### config.mk
export PLATFORM = sky130hd
export DESIGN_NAME = pulse_width_speed_meter_flat
export DESIGN_NICKNAME = d
export VERILOG_FILES = /design/src/hw/rtl/pwsm_pkg.sv /design/src/hw/rtl/pwsm_if.sv /design/src/hw/rtl/pwsm_div.sv /design/src/hw/rtl/pulse_width_speed_meter.sv /design/src/flat_wrapper.sv
export SDC_FILE = /design/constraint.sdc
export NUM_CORES = 1
export LEC_CHECK = 0
export BUFFER_PORTS_ARGS = -buffer_cell sky130_fd_sc_hd__buf_2
export CORE_MARGIN = 2
export CORE_UTILIZATION = 56
export CTS_CLUSTER_SIZE = 12
export DETAILED_ROUTE_END_ITERATION = 16
export PLACE_DENSITY = 0.75
export SLEW_MARGIN = 10
export SYNTH_ARGS = -nofsm -noshare
export SYNTH_HDL_FRONTEND = slang
export SYNTH_SLANG_ARGS = --single-unit
### constraint.sdc
create_clock -name clk_i -period 4.75 [get_ports clk_i]
set_clock_uncertainty 0.05 [all_clocks]
set_input_delay 0.2375 -clock clk_i [delete_from_list [all_inputs] [get_ports clk_i]]
set_output_delay 0.2375 -clock clk_i [all_outputs]
set_load 0.01 [all_outputs]
### src/hw/rtl/pwsm_pkg.sv
// ----------------------------------------------------------------------------
// pwsm_pkg
// Shared types and constants of the pulse width speed meter.
// ----------------------------------------------------------------------------
`default_nettype none

package pwsm_pkg;

  localparam int SampleW    = 12;
  localparam int TimestampW = 32;
  localparam int SpeedW     = 28;
  localparam int LastWidthW = 32;

  localparam int ThresholdW  = 12;
  localparam int HysteresisW = 11;
  localparam int LineWidthW  = 16;

  localparam int PaddrW = 4;
  localparam int PdataW = 32;

  localparam int DefHistoryDepth = 3;
  localparam int DefTimeWidth    = 32;

  localparam longint LineWidthMax = 65535;
  localparam longint UmPerMm      = 1000;

  localparam logic [ThresholdW-1:0]  ThresholdRst  = 12'd4000;
  localparam logic [HysteresisW-1:0] HysteresisRst = 11'd0;
  localparam logic [LineWidthW-1:0]  LineWidthRst  = 16'd873;

  typedef enum logic [1:0] {
    REG_THRESHOLD  = 2'd0,
    REG_HYSTERESIS = 2'd1,
    REG_LINE_WIDTH = 2'd2,
    REG_NONE       = 2'd3
  } reg_idx_e;

  typedef struct packed {
    logic [SampleW-1:0]    sample;
    logic [TimestampW-1:0] timestamp_us;
  } in_word_t;

  typedef struct packed {
    logic [SpeedW-1:0]     speed_mm_s;
    logic                  speed_valid;
    logic                  pulse_done;
    logic [LastWidthW-1:0] last_width_us;
  } out_word_t;

endpackage

`default_nettype wire

### src/hw/rtl/pwsm_if.sv
// ----------------------------------------------------------------------------
// pwsm_if
// Valid/ready channels for sample words and result words.
// ----------------------------------------------------------------------------
`default_nettype none

interface pwsm_in_if;
  logic               valid;
  logic               ready;
  pwsm_pkg::in_word_t data;

  modport source (output valid, output data, input ready);
  modport sink   (input valid, input data, output ready);
endinterface

interface pwsm_out_if;
  logic                valid;
  logic                ready;
  pwsm_pkg::out_word_t data;

  modport source (output valid, output data, input ready);
  modport sink   (input valid, input data, output ready);
endinterface

`default_nettype wire

### src/hw/rtl/pwsm_div.sv
// ----------------------------------------------------------------------------
// pwsm_div
// Bit-serial restoring divider, one quotient bit per cycle.
// ----------------------------------------------------------------------------
`default_nettype none

module pwsm_div #(
  parameter int NumW = 28,
  parameter int DenW = 34
) (
  input  wire logic            clk_i,
  input  wire logic            rst_ni,
  input  wire logic            start_i,
  input  wire logic [NumW-1:0] num_i,
  input  wire logic [DenW-1:0] den_i,
  output logic                 busy_o,
  output logic [NumW-1:0]      quot_o
);

  localparam int CntW = $clog2(NumW + 1);

  logic            busy_q;
  logic [CntW-1:0] cnt_q;
  logic [DenW-1:0] rem_q, rem_d;
  logic [NumW-1:0] quo_q;
  logic [DenW-1:0] den_q;
  logic [DenW:0]   trial;
  logic [DenW:0]   diff;
  logic            bit_d;

  assign trial = {rem_q, quo_q[NumW-1]};
  assign diff  = trial - {1'b0, den_q};
  assign bit_d = ~diff[DenW];
  assign rem_d = bit_d ? diff[DenW-1:0] : trial[DenW-1:0];

  always_ff @(posedge clk_i or negedge rst_ni) begin
    if (!rst_ni) begin
      busy_q <= 1'b0;
      cnt_q  <= '0;
    end else if (start_i) begin
      busy_q <= 1'b1;
      cnt_q  <= CntW'(NumW);
    end else if (busy_q) begin
      cnt_q <= cnt_q - CntW'(1);
      if (cnt_q == CntW'(1)) begin
        busy_q <= 1'b0;
      end
    end
  end

  always_ff @(posedge clk_i) begin
    if (start_i) begin
      rem_q <= '0;
      quo_q <= num_i;
      den_q <= den_i;
    end else if (busy_q) begin
      rem_q <= rem_d;
      quo_q <= {quo_q[NumW-2:0], bit_d};
    end
  end

  assign busy_o = busy_q;
  assign quot_o = quo_q;

endmodule

`default_nettype wire

### src/hw/rtl/pulse_width_speed_meter.sv
// ----------------------------------------------------------------------------
// pulse_width_speed_meter
// Optical tachometer channel: pulse width history and averaged line speed.
// ----------------------------------------------------------------------------
// Each sample word yields one result word. A sample below threshold minus
// hysteresis arms the channel and latches its timestamp; a sample above
// threshold plus hysteresis while armed closes the pulse and shifts its width
// into a HISTORY_DEPTH entry history. The speed is line_width_um * 1000 *
// HISTORY_DEPTH / sum(history), truncated, 0 with speed_valid low while the
// sum is zero. One item at a time: each word passes through the serial history
// sum (one entry per cycle) and the restoring divider (one quotient bit per
// cycle, NumW = 28); with a zero history sum the divider is skipped.
// The result register lets the next sample in while a result waits.
// ----------------------------------------------------------------------------
`default_nettype none

module pulse_width_speed_meter #(
  parameter int HISTORY_DEPTH = pwsm_pkg::DefHistoryDepth,
  parameter int TIME_WIDTH    = pwsm_pkg::DefTimeWidth
) (
  input  wire logic                        clk_i,
  input  wire logic                        rst_ni,
  pwsm_in_if.sink                          in_i,
  pwsm_out_if.source                       out_o,
  input  wire logic                        psel,
  input  wire logic                        penable,
  input  wire logic                        pwrite,
  input  wire logic [pwsm_pkg::PaddrW-1:0] paddr,
  input  wire logic [pwsm_pkg::PdataW-1:0] pwdata,
  output logic      [pwsm_pkg::PdataW-1:0] prdata,
  output logic                             pready
);

  localparam int     IdxW     = (HISTORY_DEPTH > 1) ? $clog2(HISTORY_DEPTH) : 1;
  localparam int     SumW     = TIME_WIDTH + $clog2(HISTORY_DEPTH);
  localparam longint NumScale = pwsm_pkg::UmPerMm * HISTORY_DEPTH;
  localparam longint NumMax   = pwsm_pkg::LineWidthMax * NumScale;
  localparam int     NumW     = $clog2(NumMax + 1);

  typedef enum logic [2:0] {
    ST_IDLE,
    ST_SUM,
    ST_START,
    ST_DIV,
    ST_EMIT
  } state_e;

  // configuration
  logic [pwsm_pkg::ThresholdW-1:0]  thr_q;
  logic [pwsm_pkg::HysteresisW-1:0] hys_q;
  logic [pwsm_pkg::LineWidthW-1:0]  lw_q;
  pwsm_pkg::reg_idx_e               reg_idx;
  logic                             cfg_wr;

  assign reg_idx = pwsm_pkg::reg_idx_e'(paddr[3:2]);
  assign cfg_wr  = psel & penable & pwrite;
  assign pready  = 1'b1;

  always_ff @(posedge clk_i or negedge rst_ni) begin
    if (!rst_ni) begin
      thr_q <= pwsm_pkg::ThresholdRst;
      hys_q <= pwsm_pkg::HysteresisRst;
      lw_q  <= pwsm_pkg::LineWidthRst;
    end else if (cfg_wr) begin
      case (reg_idx)
        pwsm_pkg::REG_THRESHOLD:  thr_q <= pwdata[pwsm_pkg::ThresholdW-1:0];
        pwsm_pkg::REG_HYSTERESIS: hys_q <= pwdata[pwsm_pkg::HysteresisW-1:0];
        pwsm_pkg::REG_LINE_WIDTH: lw_q  <= pwdata[pwsm_pkg::LineWidthW-1:0];
        default: ;
      endcase
    end
  end

  always_comb begin
    case (reg_idx)
      pwsm_pkg::REG_THRESHOLD:  prdata = pwsm_pkg::PdataW'(thr_q);
      pwsm_pkg::REG_HYSTERESIS: prdata = pwsm_pkg::PdataW'(hys_q);
      pwsm_pkg::REG_LINE_WIDTH: prdata = pwsm_pkg::PdataW'(lw_q);
      default:                  prdata = '0;
    endcase
  end

  // pulse detection
  state_e                  state_q;
  logic                    armed_q;
  logic [TIME_WIDTH-1:0]   start_q;
  logic [TIME_WIDTH-1:0]   hist_q [HISTORY_DEPTH];
  logic [SumW-1:0]         sum_q;
  logic [IdxW-1:0]         idx_q;
  logic                    done_q;
  logic                    valid_q;
  logic [NumW-1:0]         num_q;
  logic                    out_valid_q;
  pwsm_pkg::out_word_t     out_q;

  logic                    in_acc;
  logic signed [12:0]      low_edge;
  logic        [12:0]      high_edge;
  logic                    arm;
  logic                    fin;
  logic [TIME_WIDTH-1:0]   now;
  logic                    div_start;
  logic                    div_busy;
  logic [NumW-1:0]         quot;
  logic                    out_free;

  assign in_i.ready = (state_q == ST_IDLE);
  assign in_acc     = in_i.valid & in_i.ready;
  assign now        = TIME_WIDTH'(in_i.data.timestamp_us);
  assign low_edge   = $signed({1'b0, thr_q}) - $signed({2'b00, hys_q});
  assign high_edge  = {1'b0, thr_q} + {2'b00, hys_q};
  assign arm        = ($signed({1'b0, in_i.data.sample}) < low_edge) & ~armed_q;
  assign fin        = ({1'b0, in_i.data.sample} > high_edge) & armed_q;
  assign div_start  = (state_q == ST_START) & (sum_q != '0);
  assign out_free   = ~out_valid_q | out_o.ready;

  always_ff @(posedge clk_i or negedge rst_ni) begin
    if (!rst_ni) begin
      state_q     <= ST_IDLE;
      armed_q     <= 1'b0;
      start_q     <= '0;
      hist_q      <= '{default: '0};
      idx_q       <= '0;
      out_valid_q <= 1'b0;
    end else begin
      if (out_valid_q && out_o.ready && (state_q != ST_EMIT)) begin
        out_valid_q <= 1'b0;
      end
      case (state_q)
        ST_IDLE: begin
          if (in_acc) begin
            if (arm) begin
              armed_q <= 1'b1;
              start_q <= now;
            end
            if (fin) begin
              armed_q <= 1'b0;
              for (int i = 0; i + 1 < HISTORY_DEPTH; i++) begin
                hist_q[i] <= hist_q[i+1];
              end
              hist_q[HISTORY_DEPTH-1] <= now - start_q;
            end
            idx_q   <= '0;
            state_q <= ST_SUM;
          end
        end
        ST_SUM: begin
          idx_q <= idx_q + IdxW'(1);
          if (idx_q == IdxW'(HISTORY_DEPTH - 1)) begin
            state_q <= ST_START;
          end
        end
        ST_START: begin
          state_q <= (sum_q != '0) ? ST_DIV : ST_EMIT;
        end
        ST_DIV: begin
          if (!div_busy) begin
            state_q <= ST_EMIT;
          end
        end
        ST_EMIT: begin
          if (out_free) begin
            out_valid_q <= 1'b1;
            state_q     <= ST_IDLE;
          end
        end
        default: state_q <= ST_IDLE;
      endcase
    end
  end

  // datapath words
  always_ff @(posedge clk_i) begin
    case (state_q)
      ST_IDLE: begin
        if (in_acc) begin
          done_q <= fin;
          sum_q  <= '0;
          num_q  <= NumW'({{(NumW - pwsm_pkg::LineWidthW){1'b0}}, lw_q}
                          * NumW'(NumScale));
        end
      end
      ST_SUM: begin
        sum_q <= sum_q + SumW'(hist_q[idx_q]);
      end
      ST_START: begin
        valid_q <= (sum_q != '0);
      end
      ST_EMIT: begin
        if (out_free) begin
          out_q.speed_mm_s    <= valid_q ? pwsm_pkg::SpeedW'(quot) : '0;
          out_q.speed_valid   <= valid_q;
          out_q.pulse_done    <= done_q;
          out_q.last_width_us <= pwsm_pkg::LastWidthW'(hist_q[HISTORY_DEPTH-1]);
        end
      end
      default: ;
    endcase
  end

  pwsm_div #(
    .NumW (NumW),
    .DenW (SumW)
  ) u_div (
    .clk_i   (clk_i),
    .rst_ni  (rst_ni),
    .start_i (div_start),
    .num_i   (num_q),
    .den_i   (sum_q),
    .busy_o  (div_busy),
    .quot_o  (quot)
  );

  assign out_o.valid = out_valid_q;
  assign out_o.data  = out_q;

endmodule

`default_nettype wire
### src/flat_wrapper.sv
// flat-port wrapper written by rule: the top's interface ports become plain ports
module pulse_width_speed_meter_flat 
#(
  parameter int HISTORY_DEPTH = pwsm_pkg::DefHistoryDepth,
  parameter int TIME_WIDTH    = pwsm_pkg::DefTimeWidth
)
  (clk_i, rst_ni, psel, penable, pwrite, paddr, pwdata, prdata, pready, in_i_valid, in_i_data, in_i_ready, out_o_valid, out_o_data, out_o_ready);
  pwsm_in_if in_i_i ();
  pwsm_out_if out_o_i ();
  input  wire logic clk_i;
  input  wire logic rst_ni;
  input  wire logic psel;
  input  wire logic penable;
  input  wire logic pwrite;
  input  wire logic [pwsm_pkg::PaddrW-1:0] paddr;
  input  wire logic [pwsm_pkg::PdataW-1:0] pwdata;
  output logic      [pwsm_pkg::PdataW-1:0] prdata;
  output logic pready;
  input wire logic [$bits(in_i_i.valid)-1:0] in_i_valid;
  input wire logic [$bits(in_i_i.data)-1:0] in_i_data;
  output wire logic [$bits(in_i_i.ready)-1:0] in_i_ready;
  output wire logic [$bits(out_o_i.valid)-1:0] out_o_valid;
  output wire logic [$bits(out_o_i.data)-1:0] out_o_data;
  input wire logic [$bits(out_o_i.ready)-1:0] out_o_ready;
  assign in_i_i.valid = in_i_valid;
  assign in_i_i.data = in_i_data;
  assign in_i_ready = in_i_i.ready;
  assign out_o_valid = out_o_i.valid;
  assign out_o_data = out_o_i.data;
  assign out_o_i.ready = out_o_ready;
  pulse_width_speed_meter #(.HISTORY_DEPTH(HISTORY_DEPTH), .TIME_WIDTH(TIME_WIDTH)) u_core (.clk_i(clk_i), .rst_ni(rst_ni), .in_i(in_i_i), .out_o(out_o_i), .psel(psel), .penable(penable), .pwrite(pwrite), .paddr(paddr), .pwdata(pwdata), .prdata(prdata), .pready(pready));
endmodule
After elaboration in Yosys (flattened, before gate mapping)
Index checks and enable logic that the tools add are counted.

storage, ports and cells
  bits in registers = 399
  bits in writable memories = 0
  memories = 0
  memory bits (read-only) = 0
  latch bits = 0
  word-level logic and storage cells = 105
  input bits = 87

cells by class
  magnitude comparators = 3
  add/subtract/negate cells = 7
  div/mod/pow operators = 0
  bitwise operators = 11
  multiply operators = 1
  shifts and indexed selects = 0
  mux-type cells = 27
  reductions and logical operators = 18
  equality and inequality tests = 13

operators by type and width
  kind                   count
  $mux 34                2
  $pmux 34 s2            1
  $bmux 32 s2            1
  $mux 32                2
  $mux 28                2
  $pmux 16 s3            1
  $sub 35x34->35         1
  $add 34x32->34         1
  $reduce_bool 34->1     1
  $sub 32x32->32         1
  $mul 16x9->25 const B  1
  $mux 3                 5
  $pmux 3 s5             1
  $add 12x11->13         1
  $gt 12x13->1           1
  $lt 13x13->1           1
  $sub 12x11->13         1
  $reduce_and 2->1       6
  $mux 5                 2
  $reduce_and 3->1       3
  $mux 1                 8
  $and 1x1->1            6
  $eq 3x2->1 const B     2
  $reduce_bool 2->1      3
  20 further kinds       26

Depth between registers and ports, before layout
  depth in word-level cells = 6
  depth in mapped cells = 24

By module
A second synthesis with hierarchy kept.

second synthesis, totals
  cell total of the unflattened synthesis = 2531
  area, all modules = 26187.6 µm²

modules (own cells, without submodules)
  module                   cells each  seq. area each (µm²)  area each (µm²)  times used
  pulse_width_speed_meter  1919        8062.7                20169.3          1
  pwsm_div                 612         2692.6                6018.3           1

Worst setup path after synthesis
No wires, ideal clock.

  kind = register -> register
  start = register u_core.lw_q[8] in the netlist's numbering
  end = register u_core.num_q[26] (data pin)
  setup time = 0.258 ns
  clock period less this slack = 4.740 ns
  arrival = 4.432 ns
  path buffers = 0
  setup slack = 0.010 ns
  cell stages (with the launch flop) = 17
  cells stage by stage = dfstp_2 fa_1 fa_1 fa_1 inv_1 fa_1 inv_1 ha_1 o21a_1 nor2_1 o31ai_1 a31oi_1 a221o_1 o21ai_0 or2_2 a31oi_1 xnor2_1

between the ends
  longest elaborated chain between the ends = 1

RTL lines
  item                      line                            RTL
  start: declaration        pulse_width_speed_meter.sv:51   logic [pwsm_pkg::LineWidthW-1:0] lw_q;
  start signal: assignment  pulse_width_speed_meter.sv:63   lw_q <= pwsm_pkg::LineWidthRst;
  start signal: assignment  pulse_width_speed_meter.sv:68   pwsm_pkg::REG_LINE_WIDTH: lw_q <= pwdata[pwsm_pkg::LineWidthW-1:0];
  $mul 16x9->25             pulse_width_speed_meter.sv:180  * NumW'(NumScale));
  end signal: assignment    pulse_width_speed_meter.sv:179  num_q <= NumW'({{(NumW - pwsm_pkg::LineWidthW){1'b0}}, lw_q}
  end: declaration          pulse_width_speed_meter.sv:92   logic [NumW-1:0] num_q;

Every way passes these cells.
A chain may end at the register's enable or synchronous reset.

Worst setup path after layout
  start = register u_core.lw_q[9] in the netlist's numbering
  end = register u_core.num_q[26] (data pin)

Same word-level chain as after synthesis.

==> flow_summary.ini <==
[critical_path]
startpoint_type = flop
data_arrival_critical_path_ns = 4.98
worst-endpoint-required_ns = 5.01
critical_path_class = flop to flop
worst_setup_path_end_kind = flop
path_max_fanout = 7

[sta]
max_freq_ghz = 0.212
timing.slew.headroom_pct = 36.5
worst-slew-pin-transition_ns = 0.951
report.final.slew_viol_count = 0
post-route-min-period_ns = 4.72
rsz0062_at_grt = yes
final.setup.worst_slack_ns = 0.0341
timing_hold_violations_final = 0
period_share_pct = 99.3
setup_violations = 0
hold_slack_ns = 0.0938

[placed_design]
detailed_place.area_um2 = 27400
port_buffers = 148
preCtsSetupSlack_ns = -0.199
dpl.hpwl_um = 42900
finalWeightedCongestion = 0.905

[logic_synthesis]
post_synth_num_cell_types = 88
postSynthAreaPerCell_um2 = 9.72
synth_cells = 2660
yosysTopAreaCell = edfxtp_1
synth.top_cells.by_area = edfxtp_1 (21%), dfrtp_1 (16%), ha_1 (10%)
synth.ff_latch_count = 399
synth_top_flop_cell = edfxtp_1
synthMostInstantiatedCell = nand2_1
yosysSeqAreaShare_pct = 41.6
synthTopCellsByCount = nand2_1 (435), inv_1 (281), ha_1 (214)
synth_enable_flop_cells = 185
post_syn_area_um2 = 25900
synthArstFlopShare_pct = 45.1
synth_top_area_share_pct = 21.5
ys_warn_count = 0

[run_status]
status = complete, no violations

[detailed_routing]
drt_first_pass_iters = 5
remaining_drc_errors = 0
vias_per_inst = 5.51
via_count = 19449
ant_nets = 0
wl_per_cell_um = 16.6
drtIter0Drc = 1234
detail_route.wirelength_um = 58600

[global_routing]
grt_pass1_vias = 19283
grt_max_degree = 90
grt_util_all_layers_pct = 24.6
globalRoute.totalOverflow = 0
grt_first_pass_wirelength_um = 95600
grt_antenna_before_repair = 0

[cts]
clock_tree.htree_level_count = 2
cts.root.buffer_cell = clkbuf_16
clkSlewWorstSetupHoldPaths_ns = 0.06
cts_num_sinks = 399
cts-buffers-inserted = 44
worstSkewPairLatency_ns = 0.56
cts_tree = done
cts_max_path_buffers = 3

[cells_and_area]
final.fill_count = 3543
final_net_count = 3265
final_cell_area_um2 = 29600
p_r_area_growth_vs_syn_pct = 14.4
finalCoreUtilization_pct = 65.0
post_route_cells_drive_above_1_share_pct = 14.2

[floorplanning]
io_pins = 184
initial_utilization_pct = 56.9
floorplan.die_area_um2 = 47900
design.core.area_um2 = 45500
dieWidth_um = 219
die_y_um = 219
std_cell_rows = 78

[hold_path]
hold_path_class = input port to flop

[run]
max_cap_violations = 0
==> layout by cell type, fill, tap and decap left out, types with 25 or more instances in the layout <==
master,instances
a211oi_1,25
a21o_1,53
a21oi_1,145
and2_1,40
buf_2,147
buf_4,66
clkbuf_16,44
dfrtp_1,165
dfxtp_1,34
dlygate4sd3_1,49
edfxtp_1,185
fa_1,71
ha_1,210
inv_1,277
mux2_2,60
mux2i_1,75
nand2_1,433
nand2b_1,28
nand3_1,39
nor2_1,106
nor2b_1,27
nor3_1,35
o21ai_0,169
xnor2_1,77
xor2_1,33
==> logic make-up (layout without fill, tap and decap cells) <==
logic type | count (synthesis) | count (layout) | synth area share, %
buffers and inverters | 380 | 631 | 5.94
flip-flops | 399 | 399 | 41.6
AND/OR/NAND/NOR | 786 | 786 | 13.6
adder cells (fa/ha/maj) | 287 | 287 | 16.0
other | 2 | 18 | 0.0290
XOR/XNOR | 111 | 111 | 3.76
multiplexers | 137 | 137 | 5.60
AO/OA/AOI/OAI | 558 | 558 | 13.5
==> stage by stage <==
| step | setup TNS, ns | instances |
|---|---|---|
| 2_1_floorplan | 0 | 2675 |
| 3_3_place_gp | -0.290 | 3386 |
| 3_5_place_dp | -0.888 | 3386 |
| 4_1_cts | 0 | 3521 |
| 5_1_grt | -0.256 | 3526 |
| 6_report | 0 | 3527 |
==> state kept, by name, summed over array words and instances (netlist names), 16 cells and up <==
| register | cells |
|---|---|
| u_core.u_div.quot_o | 28 |
| u_core.out_o.data | 62 |
| u_core.lw_q | 16 |
| u_core.sum_q | 34 |
| u_core.start_q | 32 |
| u_core.u_div.den_q | 34 |
| u_core.num_q | 25 |
| u_core.hist_q | 96 |
| u_core.u_div.rem_q | 34 |
==> worst max-delay path, cell delays in order (launching register included) <==
cell	delay (ns)
dfstp_2	0.57
buf_6	0.14
fa_1	0.42
fa_1	0.49
fa_1	0.49
inv_1	0.05
fa_1	0.52
inv_1	0.05
ha_1	0.32
nand2_1	0.11
o31ai_2	0.19
a31oi_1	0.08
a221o_1	0.34
o21ai_2	0.21
or2_4	0.17
a31oi_4	0.09
xnor2_2	0.16
==> layout make-up <==
class                   instances  area, µm²  share of cell area, %
diodes                          1       2.50                0.00846
clock buffers                  63       1200                   4.07
clock inverters                18        183                  0.618
inverters                     282       1060                   3.58
multi-input cells            1896      13800                   46.7
flip-flops and latches        399      10800                   36.4
well taps                     600        751                   2.54
repair buffers                268       1800                   6.09
==> metal layers <==
layer  GRT usage (%)  vias to the layer above  part of all wire (%)
met3            2.76                       89                   4.3
li1                -                     9580                     -
met5               0                        -                     0
met2            40.5                      429                    47
met1            34.3                     9351                    46
met4            7.59                        0                   2.4
==> timing repair <==
action,CTS,global route
hold buffers,49,0
setup buffers,5,5
setup endpoints to repair,7,135
pin swaps,13,27
resized for setup,8,33
hold endpoints to repair,158,0
==> worst paths after layout <==
check / start / to / slack (ns) / cells past startpoint
max: u_core.lw_q[9] / u_core.num_q[26] / 0.03 / 16
min: out_o_ready / u_core.out_o.valid / 0.09 / 3
max reg2reg: u_core.lw_q[9] / u_core.num_q[26] / 0.03 / 16
min reg2reg: u_core.hist_q[93] / u_core.hist_q[93] / 0.43 / 2
max in group asynchronous: rst_ni / u_core.hist_q[21] / 3.21 / 3
min in group asynchronous: rst_ni / u_core.u_div.cnt_q[3] / 0.22 / 2
Power is not shown: default switching activity piles up to over one toggle a cycle in this logic, so the estimate is an artifact.
